## config.mk

```make
export PLATFORM = sky130hd
export DESIGN_NAME = sha1_hash_core_unit
export DESIGN_NICKNAME = d
export VERILOG_FILES = /design/src/rtl/core/sha1_pkg.sv /design/src/rtl/core/sha1_hash_core_unit.sv /design/src/rtl/core/sha1_sched.sv /design/src/rtl/core/sha1_round.sv
export SDC_FILE = /design/constraint.sdc
export NUM_CORES = 2
export LEC_CHECK = 0
export ABC_AREA = 1
export BUFFER_PORTS_ARGS = -buffer_cell sky130_fd_sc_hd__buf_4
export CAP_MARGIN = 25
export CELL_PAD_IN_SITES_DETAIL_PLACEMENT = 2
export CELL_PAD_IN_SITES_GLOBAL_PLACEMENT = 2
export CORE_AREA = 2 2 389 391
export DETAILED_ROUTE_END_ITERATION = 16
export DIE_AREA = 0 0 391 393
export PLACE_DENSITY_LB_ADDON = 0.1
export SETUP_SLACK_MARGIN = 0.15
export SYNTH_ARGS = -nofsm -noshare
export SYNTH_HDL_FRONTEND = slang
export SYNTH_SLANG_ARGS = --single-unit
```

## constraint.sdc

```tcl
create_clock -name clk_i -period 12.3 [get_ports clk_i]
set_input_delay 0.615 -clock clk_i [delete_from_list [all_inputs] [get_ports clk_i]]
set_output_delay 0.615 -clock clk_i [all_outputs]
set_load 0.05 [all_outputs]
```

## src/rtl/core/sha1_pkg.sv

```systemverilog
`timescale 1ns / 1ps

package sha1_pkg;

  localparam int unsigned NumWords = 5;
  localparam int unsigned SchedDepth = 16;

  localparam logic [6:0] RoundLast = 7'd79;
  localparam logic [6:0] RoundExpand = 7'd16;
  localparam logic [6:0] RoundStage1 = 7'd20;
  localparam logic [6:0] RoundStage2 = 7'd40;
  localparam logic [6:0] RoundStage3 = 7'd60;

  localparam logic [5:0] PadLenPos = 6'd56;
  localparam logic [5:0] BlkLastPos = 6'd63;
  localparam logic [1:0] WordLastByte = 2'd3;
  localparam logic [7:0] PadByte = 8'h80;

  localparam logic [2:0] WordIdxLast = 3'd4;

  typedef logic [NumWords-1:0][31:0] word5_t;

  localparam word5_t ChainInit = {32'hC3D2E1F0, 32'h10325476, 32'h98BADCFE,
                                  32'hEFCDAB89, 32'h67452301};

  typedef struct packed {
    logic [7:0] data_byte;
    logic       has_byte;
    logic       last;
  } in_data_t;

  typedef struct packed {
    logic [31:0] digest_word;
    logic [2:0]  word_index;
    logic        final_word;
  } out_data_t;

  typedef struct packed {
    logic push;
    logic roll;
    logic expand;
  } sched_ctl_t;

  function automatic logic [31:0] round_k(input logic [1:0] stage);
    logic [31:0] k;
    case (stage)
      2'd0: k = 32'h5A827999;
      2'd1: k = 32'h6ED9EBA1;
      2'd2: k = 32'h8F1BBCDC;
      default: k = 32'hCA62C1D6;
    endcase
    return k;
  endfunction

endpackage

```

## src/rtl/core/sha1_hash_core_unit.sv

```systemverilog
`timescale 1ns / 1ps
// Channel  | Direction | Handshake                    | Word
// input    | in        | in_valid_i / in_ready_o      | in_data_t  (byte, has_byte, last)
// output   | out       | out_valid_o / out_ready_i    | out_data_t (digest word, index, final)
//
// A byte without last is stored and leaves the unit ready; a byte that completes
// a 64-byte block runs the 80 rounds, one round a cycle through the round unit,
// then the add. A last byte is followed by 9 to 72 padding bytes, with the rounds
// and add run for each block padded, then five digest words, one per cycle while
// out_ready_i is high. in_ready_o is low from a block-completing byte until its
// block is added, and from a last byte until the fifth digest word is taken.
// Reset loads the initial chaining words and clears the byte count.

module sha1_hash_core_unit
  import sha1_pkg::*;
(
  input  logic      clk_i,
  input  logic      rst_ni,
  input  logic      in_valid_i,
  output logic      in_ready_o,
  input  in_data_t  in_data_i,
  output logic      out_valid_o,
  input  logic      out_ready_i,
  output out_data_t out_data_o
);

  localparam logic [2:0] S_IDLE = 3'd0;
  localparam logic [2:0] S_PAD  = 3'd1;
  localparam logic [2:0] S_COMP = 3'd2;
  localparam logic [2:0] S_ADD  = 3'd3;
  localparam logic [2:0] S_OUT  = 3'd4;

  logic [2:0]  state_q, state_d;
  logic [60:0] cnt_q, cnt_d;
  logic [63:0] len_q, len_d;
  logic [23:0] word_q, word_d;
  logic [6:0]  rnd_q, rnd_d;
  word5_t      vars_q, vars_d;
  word5_t      chain_q, chain_d;
  logic        fin_q, fin_d;
  logic        pad80_q, pad80_d;
  logic        lenph_q, lenph_d;
  logic [2:0]  oidx_q, oidx_d;
  logic        ovalid_q, ovalid_d;

  logic        in_acc;
  logic        wr_en;
  logic [7:0]  wr_byte;
  logic        len_sel;
  logic        blk_full;
  logic [5:0]  pos;
  sched_ctl_t  sched_ctl;
  logic [31:0] wt;
  word5_t      vars_nx;

  sha1_sched u_sched (
    .clk_i       (clk_i),
    .ctl_i       (sched_ctl),
    .load_word_i ({word_q, wr_byte}),
    .wt_o        (wt)
  );

  sha1_round u_round (
    .vars_i (vars_q),
    .rnd_i  (rnd_q),
    .wt_i   (wt),
    .vars_o (vars_nx)
  );

  assign pos = cnt_q[5:0];
  assign in_ready_o = (state_q == S_IDLE);
  assign in_acc = in_valid_i && in_ready_o;
  assign len_sel = (state_q == S_PAD) && !pad80_q && (lenph_q || (pos == PadLenPos));

  always_comb begin
    wr_en = 1'b0;
    wr_byte = in_data_i.data_byte;
    if (state_q == S_IDLE) begin
      wr_en = in_acc && in_data_i.has_byte;
    end else if (state_q == S_PAD) begin
      wr_en = 1'b1;
      if (pad80_q) begin
        wr_byte = PadByte;
      end else if (len_sel) begin
        wr_byte = len_q[63:56];
      end else begin
        wr_byte = 8'h00;
      end
    end
  end

  assign blk_full = wr_en && (pos == BlkLastPos);

  always_comb begin
    sched_ctl.push = wr_en && (pos[1:0] == WordLastByte);
    sched_ctl.roll = (state_q == S_COMP);
    sched_ctl.expand = (rnd_q >= RoundExpand);
  end

  always_comb begin
    state_d = state_q;
    cnt_d = cnt_q;
    len_d = len_q;
    word_d = word_q;
    rnd_d = rnd_q;
    vars_d = vars_q;
    chain_d = chain_q;
    fin_d = fin_q;
    pad80_d = pad80_q;
    lenph_d = lenph_q;
    oidx_d = oidx_q;
    ovalid_d = ovalid_q;

    if (wr_en) begin
      cnt_d = cnt_q + 61'd1;
      word_d = {word_q[15:0], wr_byte};
    end

    case (state_q)
      S_IDLE: begin
        if (in_acc && in_data_i.last) begin
          fin_d = 1'b1;
          pad80_d = 1'b1;
          len_d = {cnt_d, 3'b000};
          state_d = S_PAD;
        end
      end
      S_PAD: begin
        pad80_d = 1'b0;
        if (len_sel) begin
          len_d = {len_q[55:0], 8'h00};
          lenph_d = 1'b1;
        end
      end
      S_COMP: begin
        vars_d = vars_nx;
        rnd_d = rnd_q + 7'd1;
        if (rnd_q == RoundLast) begin
          state_d = S_ADD;
        end
      end
      S_ADD: begin
        for (int i = 0; i < NumWords; i++) begin
          chain_d[i] = chain_q[i] + vars_q[i];
        end
        if (lenph_q) begin
          state_d = S_OUT;
          ovalid_d = 1'b1;
          oidx_d = 3'd0;
        end else if (fin_q) begin
          state_d = S_PAD;
        end else begin
          state_d = S_IDLE;
        end
      end
      S_OUT: begin
        if (out_ready_i) begin
          if (oidx_q == WordIdxLast) begin
            ovalid_d = 1'b0;
            chain_d = ChainInit;
            cnt_d = '0;
            fin_d = 1'b0;
            pad80_d = 1'b0;
            lenph_d = 1'b0;
            state_d = S_IDLE;
          end else begin
            oidx_d = oidx_q + 3'd1;
          end
        end
      end
      default: begin
        state_d = S_IDLE;
      end
    endcase

    // a full block overrides the byte path's next state
    if (blk_full) begin
      state_d = S_COMP;
      rnd_d = '0;
      vars_d = chain_q;
    end
  end

  always_ff @(posedge clk_i or negedge rst_ni) begin
    if (!rst_ni) begin
      state_q <= S_IDLE;
      cnt_q <= '0;
      chain_q <= ChainInit;
      vars_q <= '0;
      rnd_q <= '0;
      fin_q <= 1'b0;
      pad80_q <= 1'b0;
      lenph_q <= 1'b0;
      oidx_q <= '0;
      ovalid_q <= 1'b0;
    end else begin
      state_q <= state_d;
      cnt_q <= cnt_d;
      chain_q <= chain_d;
      vars_q <= vars_d;
      rnd_q <= rnd_d;
      fin_q <= fin_d;
      pad80_q <= pad80_d;
      lenph_q <= lenph_d;
      oidx_q <= oidx_d;
      ovalid_q <= ovalid_d;
    end
  end

  always_ff @(posedge clk_i) begin
    len_q <= len_d;
    word_q <= word_d;
  end

  assign out_valid_o = ovalid_q;
  assign out_data_o.digest_word = chain_q[oidx_q];
  assign out_data_o.word_index = oidx_q;
  assign out_data_o.final_word = (oidx_q == WordIdxLast);

endmodule

```

## src/rtl/core/sha1_sched.sv

```systemverilog
`timescale 1ns / 1ps

module sha1_sched
  import sha1_pkg::*;
(
  input  logic        clk_i,
  input  sched_ctl_t  ctl_i,
  input  logic [31:0] load_word_i,
  output logic [31:0] wt_o
);

  logic [31:0] line_q [SchedDepth];
  logic [31:0] mix;

  // taps hold W(t-16), W(t-14), W(t-8), W(t-3)
  assign mix = line_q[0] ^ line_q[2] ^ line_q[8] ^ line_q[13];
  assign wt_o = ctl_i.expand ? {mix[30:0], mix[31]} : line_q[0];

  always_ff @(posedge clk_i) begin
    if (ctl_i.push || ctl_i.roll) begin
      for (int i = 0; i < SchedDepth - 1; i++) begin
        line_q[i] <= line_q[i+1];
      end
      line_q[SchedDepth-1] <= ctl_i.push ? load_word_i : wt_o;
    end
  end

endmodule

```

## src/rtl/core/sha1_round.sv

```systemverilog
`timescale 1ns / 1ps

module sha1_round
  import sha1_pkg::*;
(
  input  word5_t      vars_i,
  input  logic [6:0]  rnd_i,
  input  logic [31:0] wt_i,
  output word5_t      vars_o
);

  logic [1:0]  stage;
  logic [31:0] a, b, c, d, e, f, tmp;

  assign a = vars_i[0];
  assign b = vars_i[1];
  assign c = vars_i[2];
  assign d = vars_i[3];
  assign e = vars_i[4];

  always_comb begin
    if (rnd_i < RoundStage1) begin
      stage = 2'd0;
    end else if (rnd_i < RoundStage2) begin
      stage = 2'd1;
    end else if (rnd_i < RoundStage3) begin
      stage = 2'd2;
    end else begin
      stage = 2'd3;
    end
  end

  always_comb begin
    case (stage)
      2'd0: f = (b & c) | (~b & d);
      2'd2: f = (b & c) | (b & d) | (c & d);
      default: f = b ^ c ^ d;
    endcase
  end

  assign tmp = {a[26:0], a[31:27]} + f + e + round_k(stage) + wt_i;

  assign vars_o[0] = tmp;
  assign vars_o[1] = a;
  assign vars_o[2] = {b[1:0], b[31:2]};
  assign vars_o[3] = c;
  assign vars_o[4] = d;

endmodule

```

==> impl_metrics.env <==
export IMPL_path_class="register to register"
export IMPL_chipWidth_um=391
export IMPL_crit_path_end_kind="register"
export IMPL_hold_buffers=1
export IMPL_clkLatencyLatePin_ns=0.79
export IMPL_drc_errors=0
export IMPL_finalSetupTns_ns=0
export IMPL_worstSetupStartpointType="register"
export IMPL_synth_edf_count=597
export IMPL_grt_max_degree=205
export IMPL_grt_pass1_wl_um=351000
export IMPL_num_nets_final=6365
export IMPL_h_tree_depth=3
export IMPL_numCtsBuffers=118
export IMPL_min_period_over_period=0.551
export IMPL_grt_setup_unrepaired="false"
export IMPL_antenna_found_initial=10
export IMPL_relSlewSlack=0.210
export IMPL_hold_depth=2
export IMPL_tightest_slew_ns=1.17
export IMPL_ctsResizeCount=0
export IMPL_io_buffers=51
export IMPL_cts_setup_buffers=0
export IMPL_cts_path_max_buffers=3
export IMPL_maxSlewViolCount=0
export IMPL_drive_gt1_frac=0.0692
export IMPL_outcome="completed"
export IMPL_core_sq_um=149000
export IMPL_track_usage=0.317
export IMPL_avgSynthCellArea_sq_um=9.21
export IMPL_async_flop_share=0.400
export IMPL_floorplan_initialDensity=0.368
export IMPL_startpoint="rnd_q[6]$_DFFE_PN0P_"
export IMPL_drt_wirelength_per_cell_um=30.1
export IMPL_place_congestion=0.943
export IMPL_syn_instance_count=5961
export IMPL_synth_seq_area_share=0.510
export IMPL_cts_tree="done"
export IMPL_detail_route_antenna_nets=0
export IMPL_num_vias=45800
export IMPL_fin_skew_ns=0.0742
export IMPL_arrival_ns=7.40
export IMPL_grt_overflow_total=0
export IMPL_period_needed_ns=6.78
export IMPL_routed_wl_um=243000
export IMPL_cp_max_fo=52
export IMPL_finalSetupViolCount=0
export IMPL_synthDistinctLibCells=51
export IMPL_cts_root_buf="clkbuf_16"
export IMPL_syn_cell_area_sq_um=54900
export IMPL_hold_path_class="input pin to register"
export IMPL_numClockSinks=995
export IMPL_timing_rr_end="vars_q[19]$_DFFE_PN0P_"
export IMPL_min_to="word_q[2]$_DFFE_PP_"
export IMPL_die_height_um=393
export IMPL_cp_required_ns=12.92
export IMPL_synth_warnings=0
export IMPL_hp_start="in_data_i[4]"
export IMPL_placementRows=142
export IMPL_dieArea_sq_um=154000
export IMPL_rr_worst_depth=23
export IMPL_viasPerCell=5.66
export IMPL_drtIter0Drc=3714
export IMPL_hpwlAfterDp_um=187000
export IMPL_maxCapViolations=0
export IMPL_rr_startpoint="rnd_q[6]$_DFFE_PN0P_"
export IMPL_area_delta_synth_final_pct=12.2
export IMPL_drtPass1Iterations=5
export IMPL_io_pins=52
export IMPL_clk_pin_slew_ns=0.06
export IMPL_synth_nets=6302
export IMPL_synth_seq_cells=995
export IMPL_fmax_ghz=0.148
export IMPL_hold_violations=0
export IMPL_r2r_slack_ns=5.52
export IMPL_ys_dominant_reg_cell="edfxtp_1"
export IMPL_grt_pass1_vias=48500
==> cell usage in the layout, fill, tap and decap left out, types with 24 or more instances in the layout <==
| cell | Yosys | routed |
|---|---|---|
| edfxtp_1 | 597 | 597 |
| nand4_1 | 60 | 60 |
| nand3_1 | 308 | 308 |
| o21ai_0 | 447 | 447 |
| a21oi_1 | 331 | 331 |
| o221ai_1 | 139 | 139 |
| dfstp_2 | 80 | 80 |
| xor2_1 | 85 | 85 |
| nor3_1 | 66 | 66 |
| clkinv_2 | 0 | 24 |
| fa_1 | 125 | 125 |
| clkbuf_16 | 0 | 118 |
| xnor2_1 | 125 | 125 |
| ha_1 | 202 | 202 |
| o22ai_1 | 88 | 88 |
| o211ai_1 | 30 | 30 |
| dfrtp_1 | 318 | 317 |
| inv_1 | 798 | 795 |
| o21bai_1 | 37 | 37 |
| nor2_1 | 475 | 473 |
| buf_4 | 16 | 97 |
| nand2_1 | 1318 | 1313 |
==> synth_stat cells (60+ instances only) <==
cell,instances,area (sq um)
a21oi_1,331,1660
clkbuf_1,104,390
dfrtp_1,318,7960
dfstp_2,80,2100
edfxtp_1,597,17900
fa_1,125,2500
ha_1,202,2530
inv_1,798,3000
nand2_1,1318,4950
nand3_1,308,1540
nand4_1,60,375
nor2_1,475,1780
nor3_1,66,330
o21ai_0,447,2240
o221ai_1,139,1220
o22ai_1,88,551
xnor2_1,125,1090
xor2_1,85,744
==> per-stage QoR <==
step	util	area, sq um	cells	hold WS, ns	setup WS (ns)
after floorplan	-	54900	5961	0.319	3.80
after global placement	0.385	57500	7839	0.401	6.16
after detailed placement	0.385	57500	7841	0.405	5.83
after CTS	0.412	61500	8067	0.220	5.67
after global routing	0.412	61600	8073	0.248	5.29
final	0.413	61600	8079	0.281	5.52
==> routing by layer <==
layer,part of all wire,track usage
met1,0.46,0.448
met3,0.053,0.0428
met2,0.45,0.495
met5,0.000053,0
met4,0.044,0.119
==> registers in the layout, summed over array words and instances (netlist names), 3 cells and up <==
register	cells
rnd_q	7
u_sched.line_q	512
chain_q	160
state_q	3
cnt_q	61
oidx_q	3
len_q	61
word_q	24
vars_q	160
==> critical path: stages, from the launching register on <==
cell and delay (ns):
dfrtp_1 0.45, nor2_1 0.23, o21ai_0 0.23, nand2_2 0.10, buf_4 0.48, inv_1 0.55
ha_1 0.38, inv_1 0.22, fa_1 0.50, fa_1 0.55, inv_1 0.09, fa_1 0.61
ha_1 0.20, inv_1 0.06, fa_1 0.45, o21ai_0 0.41, nand2_1 0.11, nand2_1 0.21
nand2_1 0.08, nand2_1 0.15, a21oi_1 0.10, or2_2 0.29, nand3_1 0.08, nand2_1 0.06
==> cell families after synthesis <==
logic type	Yosys count	share of synthesized area
compound gates	1154	0.123
simple gates	2302	0.173
flops	995	0.510
fa+ha+maj	327	0.0916
xor+xnor	210	0.0335
buf+inv	973	0.0683
==> worst max-delay path by stage <==
stage	end	slack, ns	depth (start not counted)
after detailed placement	vars_q[19]$_DFFE_PN0P_	5.83	23
final	vars_q[19]$_DFFE_PN0P_	5.52	23
after global placement	vars_q[19]$_DFFE_PN0P_	6.16	23
after global routing	vars_q[19]$_DFFE_PN0P_	5.29	23
after floorplan	u_sched.line_q[0][0]$_DFFE_PP_	3.80	11
after CTS	vars_q[19]$_DFFE_PN0P_	5.67	23
==> area by class of cell <==
class,count,area [sq um]
timing repair buffer,109,903
inverter,807,3040
fill,16300,87700
clock inverter,73,791
antenna,6,15.0
clock buffer,152,3190
sequential,995,28000
tap,1944,2430
multi-input combinational,3993,23200
Power is left out: the tool's default activity adds up to more than one toggle a clock period on the data nets, which glitch-free logic cannot reach.
